`src/rtl/tthl_pkg.sv`:
```
// ----------------------------------------------------------------------------
// tthl_pkg: shared types and constants
// Action codes, register indices, reset values and the divider request.
// ----------------------------------------------------------------------------
package tthl_pkg;

  localparam int unsigned HistDepthDef = 16;
  localparam logic [31:0] SpanReset = 32'd3072;
  localparam logic [31:0] IntervalReset = 32'd307;

  typedef enum logic [1:0] {
    ACT_TICK  = 2'd0,
    ACT_QUERY = 2'd1,
    ACT_CLEAR = 2'd2,
    ACT_NONE  = 2'd3
  } action_t;

  typedef enum logic [0:0] {
    CFG_SPAN     = 1'b0,
    CFG_INTERVAL = 1'b1
  } cfg_idx_t;

  // Divider request: start strobe with unsigned num and den; the quotient is truncated.
  typedef struct packed {
    logic        start;
    logic [63:0] num;
    logic [32:0] den;
  } div_req_t;

endpackage

```
`src/rtl/tthl_div.sv`:
```
// ----------------------------------------------------------------------------
// tthl_div: shared restoring divider
// One quotient bit per cycle; the numerator already holds the rounding bias.
// ----------------------------------------------------------------------------
module tthl_div (
  input  logic                  clk,
  input  logic                  rst_n,
  input  tthl_pkg::div_req_t    req,
  output logic                  done,
  output logic [63:0]           quo
);
  import tthl_pkg::*;

  logic [63:0] q_r, q_nxt;
  logic [33:0] rem_r, rem_nxt;
  logic [32:0] den_r;
  logic [6:0]  cnt_r, cnt_nxt;
  logic        busy_r, busy_nxt;
  logic [33:0] sh;

  always_comb begin
    q_nxt = q_r;
    rem_nxt = rem_r;
    cnt_nxt = cnt_r;
    busy_nxt = busy_r;
    sh = {rem_r[32:0], q_r[63]};
    if (req.start) begin
      q_nxt = req.num;
      rem_nxt = '0;
      cnt_nxt = 7'd64;
      busy_nxt = 1'b1;
    end else if (busy_r) begin
      if (sh >= {1'b0, den_r}) begin
        rem_nxt = sh - {1'b0, den_r};
        q_nxt = {q_r[62:0], 1'b1};
      end else begin
        rem_nxt = sh;
        q_nxt = {q_r[62:0], 1'b0};
      end
      cnt_nxt = cnt_r - 7'd1;
      if (cnt_r == 7'd1) busy_nxt = 1'b0;
    end
  end

  always_ff @(posedge clk) begin
    if (!rst_n) begin
      busy_r <= 1'b0;
      cnt_r <= '0;
    end else begin
      busy_r <= busy_nxt;
      cnt_r <= cnt_nxt;
    end
    q_r <= q_nxt;
    rem_r <= rem_nxt;
    if (req.start) den_r <= req.den;
  end

  assign done = busy_r && (cnt_r == 7'd1);
  assign quo = q_nxt;

endmodule

```
`config.mk`:
```
export PLATFORM = sky130hd
export DESIGN_NAME = tthl_div
export DESIGN_NICKNAME = d
export VERILOG_FILES = /design/src/rtl/tthl_pkg.sv /design/src/rtl/tthl_div.sv
export SDC_FILE = /design/constraint.sdc
export NUM_CORES = 1
export LEC_CHECK = 0
export ABC_AREA = 0
export ABC_CLOCK_PERIOD_IN_PS = 3800
export BUFFER_PORTS_ARGS = -buffer_cell sky130_fd_sc_hd__buf_4
export CAP_MARGIN = 10
export CORE_MARGIN = 2
export CORE_UTILIZATION = 55
export DETAILED_ROUTE_END_ITERATION = 16
export PLACE_DENSITY = 0.8
export SYNTH_ARGS = -nofsm -noshare
export SYNTH_HDL_FRONTEND = slang
export SYNTH_SLANG_ARGS = --single-unit
```
`constraint.sdc`:
```
create_clock -name clk -period 3.8 [get_ports clk]
set_clock_uncertainty 0.05 [all_clocks]
set_input_delay 0.38 -clock clk [delete_from_list [all_inputs] [get_ports clk]]
set_output_delay 0.38 -clock clk [all_outputs]
set_load 0.01 [all_outputs]
```
==> results of run 1 <==
-- sequential cells by signal, indices dropped and copies added (netlist names) --
signal  flops
rem_r      33
cnt_r       7
den_r      33
q_r        64
busy_r      1
-- per-layer routing --
metal | wire (um) | vias to the layer above
met5 | 0 | -
met4 | 520 | 0
met3 | 1630 | 41
met2 | 9097 | 204
met1 | 7806 | 3110
li1 | - | 3364
-- synth_stat cells, types with 6 or more instances --
cell / number / area share, %
nand2_1: 131 / 6.4
dfxtp_1: 105 / 27
o21ai_0: 86 / 5.6
mux2i_1: 67 / 8.7
inv_1: 48 / 2.3
nor2_1: 48 / 2.3
a21oi_1: 38 / 2.5
ha_1: 35 / 5.7
edfxtp_1: 33 / 13
clkbuf_1: 27 / 1.3
xnor2_1: 21 / 2.4
a21o_1: 16 / 1.6
nand3_1: 16 / 1.0
a311oi_2: 13 / 2.5
buf_2: 10 / 0.65
nand2b_1: 10 / 0.81
nand4_1: 8 / 0.65
nor3_1: 8 / 0.52
xor2_1: 7 / 0.79
a311oi_1: 6 / 0.68
and3_1: 6 / 0.49
buf_1: 6 / 0.29
o211ai_1: 6 / 0.58
o21a_1: 6 / 0.58
o21bai_1: 6 / 0.58
o22ai_1: 6 / 0.49
-- layout make-up --
type	instances	area share, %
multi-input combinational	622	43.78
sequential	138	32.41
timing repair buffer	173	13.63
clock buffer	20	4.793
tap	180	2.357
inverter	48	1.886
clock inverter	12	1.139
-- worst max-delay path, delay by kind of cell (launching register included) --
family	cells	cell delay, ns
compound gates	7	1.35
buf+inv	3	0.32
simple gates	1	0.14
flops	1	0.32
fa+ha+maj	2	0.59
-- logic make-up (layout without fill, tap and decap cells) --
logic type	after synthesis	after routing	synth area share [%]
xor gates and xnor gates	28	28	3.175
muxes	69	69	8.975
DFF	138	138	40.05
AOI/OAI and AO/OA	231	231	20.93
and+or+nand+nor	258	258	15.15
buffers and inverters	99	253	5.799
adders and majority gates	36	36	5.929
-- path summary, 6_finish.rpt --
kind	start	end	slack, ns	depth (start not counted)
max	q_r[63]	quo[0]	0.24	13
min	req[10]	den_r[10]	0.08	1
max reg2reg	q_r[63]	rem_r[25]	0.61	12
min reg2reg	rem_r[19]	rem_r[20]	0.46	2
-- what timing repair did --
action	CTS	global route
hold buffers	0	0
endpoints found under the setup margin	0	1
setup buffers	0	3
-- power by group through the flow --
| stage | sequential (mW) | combinational [mW] | clock [mW] |
|---|---|---|---|
| after floorplan | 1.74 | 0.772 | 0 |
| after global routing | 1.76 | 1.22 | 1.67 |
| after detailed placement | 1.77 | 1.09 | 0 |
| final | 1.74 | 1.11 | 1.59 |
| after CTS | 1.74 | 1.10 | 1.62 |
| after global placement | 1.77 | 1.07 | 0 |
-- per-stage QoR --
step | cells | worst slack [ns] | util, % | hold WS (ns)
floorplan | 859 | 1.002 | - | 0.4182
global placement | 1158 | 0.6549 | 65.09 | 0.4296
detailed placement | 1158 | 0.5797 | 65.09 | 0.4387
CTS | 1190 | 0.1670 | 69.20 | 0.06486
global route | 1193 | 0.01920 | 69.37 | 0.06120
finish | 1193 | 0.2373 | 69.37 | 0.07859
==> flow_summary.yaml, run 1 <==
worst_setup_path:
  critPathMaxFanout: 9
  worstPathCellList: "inv_1 -> ha_1 -> inv_1 -> fa_1 -> a211oi_2 -> o21ai_2 -> a21oi_4 -> a211oi_4 -> o21ai_4 -> nand3_1 -> o21ai_0 -> o21ai_0 -> buf_4"
  cp.required_ns: 3.37
  cp-end-kind: "output pin"
  critPathKind: "register to output pin"
  crit_path_start_kind: "register"
  cp_data_arrival_time_ns: 3.13
  max_stage_delay_ns: 0.43
  critPathSlowestCell: "fa_1"
job:
  cap_violations: 0
routing:
  totalWireLength_mm: 19.05
  ant_nets: 0
  drt_iter0_markers: 322
  wl_per_cell_um: 15.97
  dr.pass1.iters: 5
  drc: 0
  vias: 6719
  vias_per_cell: 5.632
global_route:
  use_met2_pct: 44.03
  grt.overflow.total: 0
  grt_max_degree: 143
  use_met1_pct: 30.22
  track_usage_pct: 26.46
  grt-busiest-layer: "met2"
  grt_pass1_vias: 6530
  antenna_found_initial: 0
  met3_usage_pct: 10.22
  grt_pass1_wl_mm: 31.16
clock_network:
  post_cts_resized: 0
  clock_latency_ns: 0.43
  clk_path_buf_depth: 2
  cts_made_buffers: 17
  root_buffer: "clkbuf_16"
  clk_pin_slew_worst_paths_ns: 0.06
  clock_sinks: 138
  cts_tree: "yes"
  cts_max_level: 4
floorplan:
  die_w_um: 122.5
  row_count: 43
  start_util_pct: 56.08
  dieHeight_um: 122.5
  ioPinCount: 165
  die-area_mm2: 0.01501
  core_area_mm2: 0.01377
finish:
  layout-drive-gt1-share_pct: 23.40
  syn_to_final_growth_pct: 23.70
  seqCellArea_mm2: 0.003097
  multi_input_area_mm2: 0.004183
  diodes: 0
  stdcell_area_mm2: 0.009554
  layout_commonest_cell: "buf_4"
  fill_cells: 1111
  final_cell_mix: "buf_4, nand2_1, dfxtp_1, o21ai_0, mux2i_1"
  layout.nets: 1136
sta:
  relSlewSlack_pct: 42.39
  period_needed_ns: 3.563
  hold_viol: 0
  rsz0062_at_grt: "false"
  setup_tns_ns: 0
  setup_violations: 0
  max_freq_mhz: 280.7
  maxSlewViolCount: 0
  tightest_slew_ns: 0.8642
  min_period_over_period_pct: 93.76
pwr:
  clkPwrFrac_pct: 35.8
  switching_share_pct: 30.40
  power.leakage_nw: 4.222
  power_mw: 4.437
  p_comb_share_pct: 25.0
  peakVddDrop_mv: 0.3641
  power_density_mw_per_mm2: 464.4
  p_int_mw: 3.088
  p_switching_mw: 1.349
  seq_power_share_pct: 39.3
synth:
  yosysSeqAreaShare_pct: 40.05
  ys_ff_latch: 138
  synth-async-reset-ratio_pct: 0
  yosys_warnings: 0
  syn_avg_cell_area_um2: 8.991
  synth_edf_count: 33
  synth_area_mm2: 0.007724
  yosys_most_used_dff: "dfxtp_1"
  ys_types: 76
  postSynthCellCount: 859
  synth.net_count: 995
placement:
  gp_congestion: 0.9654
  port_buffers: 164
  dp_hpwl_mm: 13.76
  placed_cell_area_mm2: 0.008965
run_status:
  status: "completed"
worst_hold_path:
  hp-class: "input port to register"
No activity file was read; power rests on OpenSTA's default activity.
==> inputs of run 2 (changes only) <==
Settings changed: GPL_TIMING_DRIVEN set to 0, PLACE_DENSITY 0.8 to unset, PLACE_DENSITY_LB_ADDON set to 0.05.
==> run 2 against run 1 <==
Against the previous run:
- critical path depth did not move
- clock-buffer cell count shrank 2
- highest routed layer unchanged
- via count rose by 3.2%
- die area stayed put
- worst hold slack got worse by 0.0049 ns
==> flow_summary.yaml, run 2 (synthesis gave the netlist of run 1 again) <==
worst_setup_path:
  crit_path_start_kind: "register"
  critPathMaxFanout: 6
  cp.required_ns: 3.37
  cp-end-kind: "output pin"
  cp_data_arrival_time_ns: 3.12
  r2r_cells: 14
  critPathKind: "register to output pin"
finish:
  largest_register_ffs: 64
  diodes: 0
  layout-drive-gt1-share_pct: 23.82
  regMostFlops: "q_r"
  final_cell_mix: "buf_4, nand2_1, dfxtp_1, o21ai_0, mux2i_1"
  layout_commonest_cell: "buf_4"
  layout.nets: 1185
  final_core_util_pct: 71.28
  syn_to_final_growth_pct: 27.10
  largest_registers: "q_r: 64 flops, den_r: 33 flops, rem_r: 33 flops"
clock_network:
  cts_made_buffers: 17
  root_buffer: "clkbuf_16"
  clk_pin_slew_worst_paths_ns: 0.06
  clk_path_buf_depth: 2
  cts_max_level: 4
  clock_sinks: 138
  clock_latency_ns: 0.43
  cts_tree: "yes"
routing:
  wl_per_cell_um: 16.88
  totalWireLength_mm: 20.96
  vias_per_cell: 5.583
  drt_iter0_markers: 478
  vias: 6934
  drc: 0
  ant_nets: 0
  dr.pass1.iters: 7
global_route:
  grt_pass1_wl_mm: 32.95
  use_met1_pct: 33.77
  track_usage_pct: 28.39
  grt-busiest-layer: "met2"
  met3_usage_pct: 9.061
  grt.overflow.total: 0
  use_met2_pct: 48.92
  grt_max_degree: 35
  antenna_found_initial: 0
  grt_pass1_vias: 6765
sta:
  max_freq_mhz: 281.9
  min_period_over_period_pct: 93.36
  setup_violations: 0
  maxSlewViolCount: 0
  setup_tns_ns: 0
  hold_viol: 0
  rsz0062_at_grt: "false"
  relSlewSlack_pct: 40.27
  tightest_slew_ns: 0.8959
  period_needed_ns: 3.548
pwr:
  power_density_mw_per_mm2: 461.5
  peakVddDrop_mv: 0.3532
  power.leakage_nw: 4.338
floorplan:
  core_area_mm2: 0.01377
  ioPinCount: 165
  start_util_pct: 56.08
  row_count: 43
  die-area_mm2: 0.01501
  dieHeight_um: 122.5
  die_w_um: 122.5
placement:
  dp_hpwl_mm: 15.60
  gp_congestion: 0.9423
  port_buffers: 164
worst_hold_path:
  hold_depth: 1
  hp-class: "input port to register"
job:
  cap_violations: 0
run_status:
  status: "completed"
## run 2: path summary, 6_finish.rpt
path / endpoint / slack [ns] / startpoint
setup / recovery: quo[0] / 0.25 / q_r[63]
hold / removal: den_r[30] / 0.07 / req[30]
setup reg to reg: rem_r[18] / 0.52 / q_r[63]
hold reg to reg: cnt_r[1] / 0.45 / cnt_r[1]
## run 2: through the flow
| step | hold WS (ns) | worst slack, ns | std cells | area (um2) | power (mW) |
|---|---|---|---|---|---|
| 3_5_place_dp | 0.4411 | 0.4392 | 1203 | 9180 | 2.917 |
| 3_3_place_gp | 0.4348 | 0.4547 | 1203 | 9180 | 2.907 |
| 2_1_floorplan | 0.4182 | 1.002 | 859 | 7724 | 2.508 |
| 6_report | 0.07365 | 0.2522 | 1242 | 9817 | 4.531 |
| 4_1_cts | 0.07009 | 0.08289 | 1235 | 9757 | 4.530 |
| 5_1_grt | 0.07128 | 0.07273 | 1242 | 9817 | 4.730 |
## run 2: per-layer routing
layer	vias up	wire, um	part of all wire [%]
met5	-	0	0
met4	0	232	1.1
met3	23	1762	8.4
met2	224	10070	48
met1	3231	8891	42
li1	3456	-	-
## run 2: critical path, cell delays in order, from the launching register on
cell      delay (ns)
dfxtp_1         0.33
inv_1           0.06
ha_1            0.17
inv_1           0.06
fa_1            0.46
a211oi_4        0.33
o21ai_2         0.14
a21oi_4         0.27
a211oi_4        0.11
o21ai_4         0.20
nand3_1         0.11
o21ai_0         0.11
o21ai_0         0.13
buf_4           0.20
## run 2: area by class of cell
type                    instances  area [um2]
clock buffers                  18       429.2
flip-flops and latches        138        3093
fillers                      1164        3956
clock inverters                14       147.6
multi-input cells             622        4190
plain buffers                  51       267.8
well taps                     180       225.2
inverters                      48       180.2
repair buffers                171        1284
## run 2: repair_timing
item,in CTS,in global routing
gates resized for setup,0,1
endpoints found under the setup margin,0,1
hold buffers,0,0
buffers inserted,0,7
## run 2: power by group
group          switching (mW)  leakage, nW  total (mW)  internal (mW)
clock network           0.648        0.280        1.61          0.967
registers              0.0807         1.20        1.73           1.65
logic                   0.658         2.86        1.19          0.528
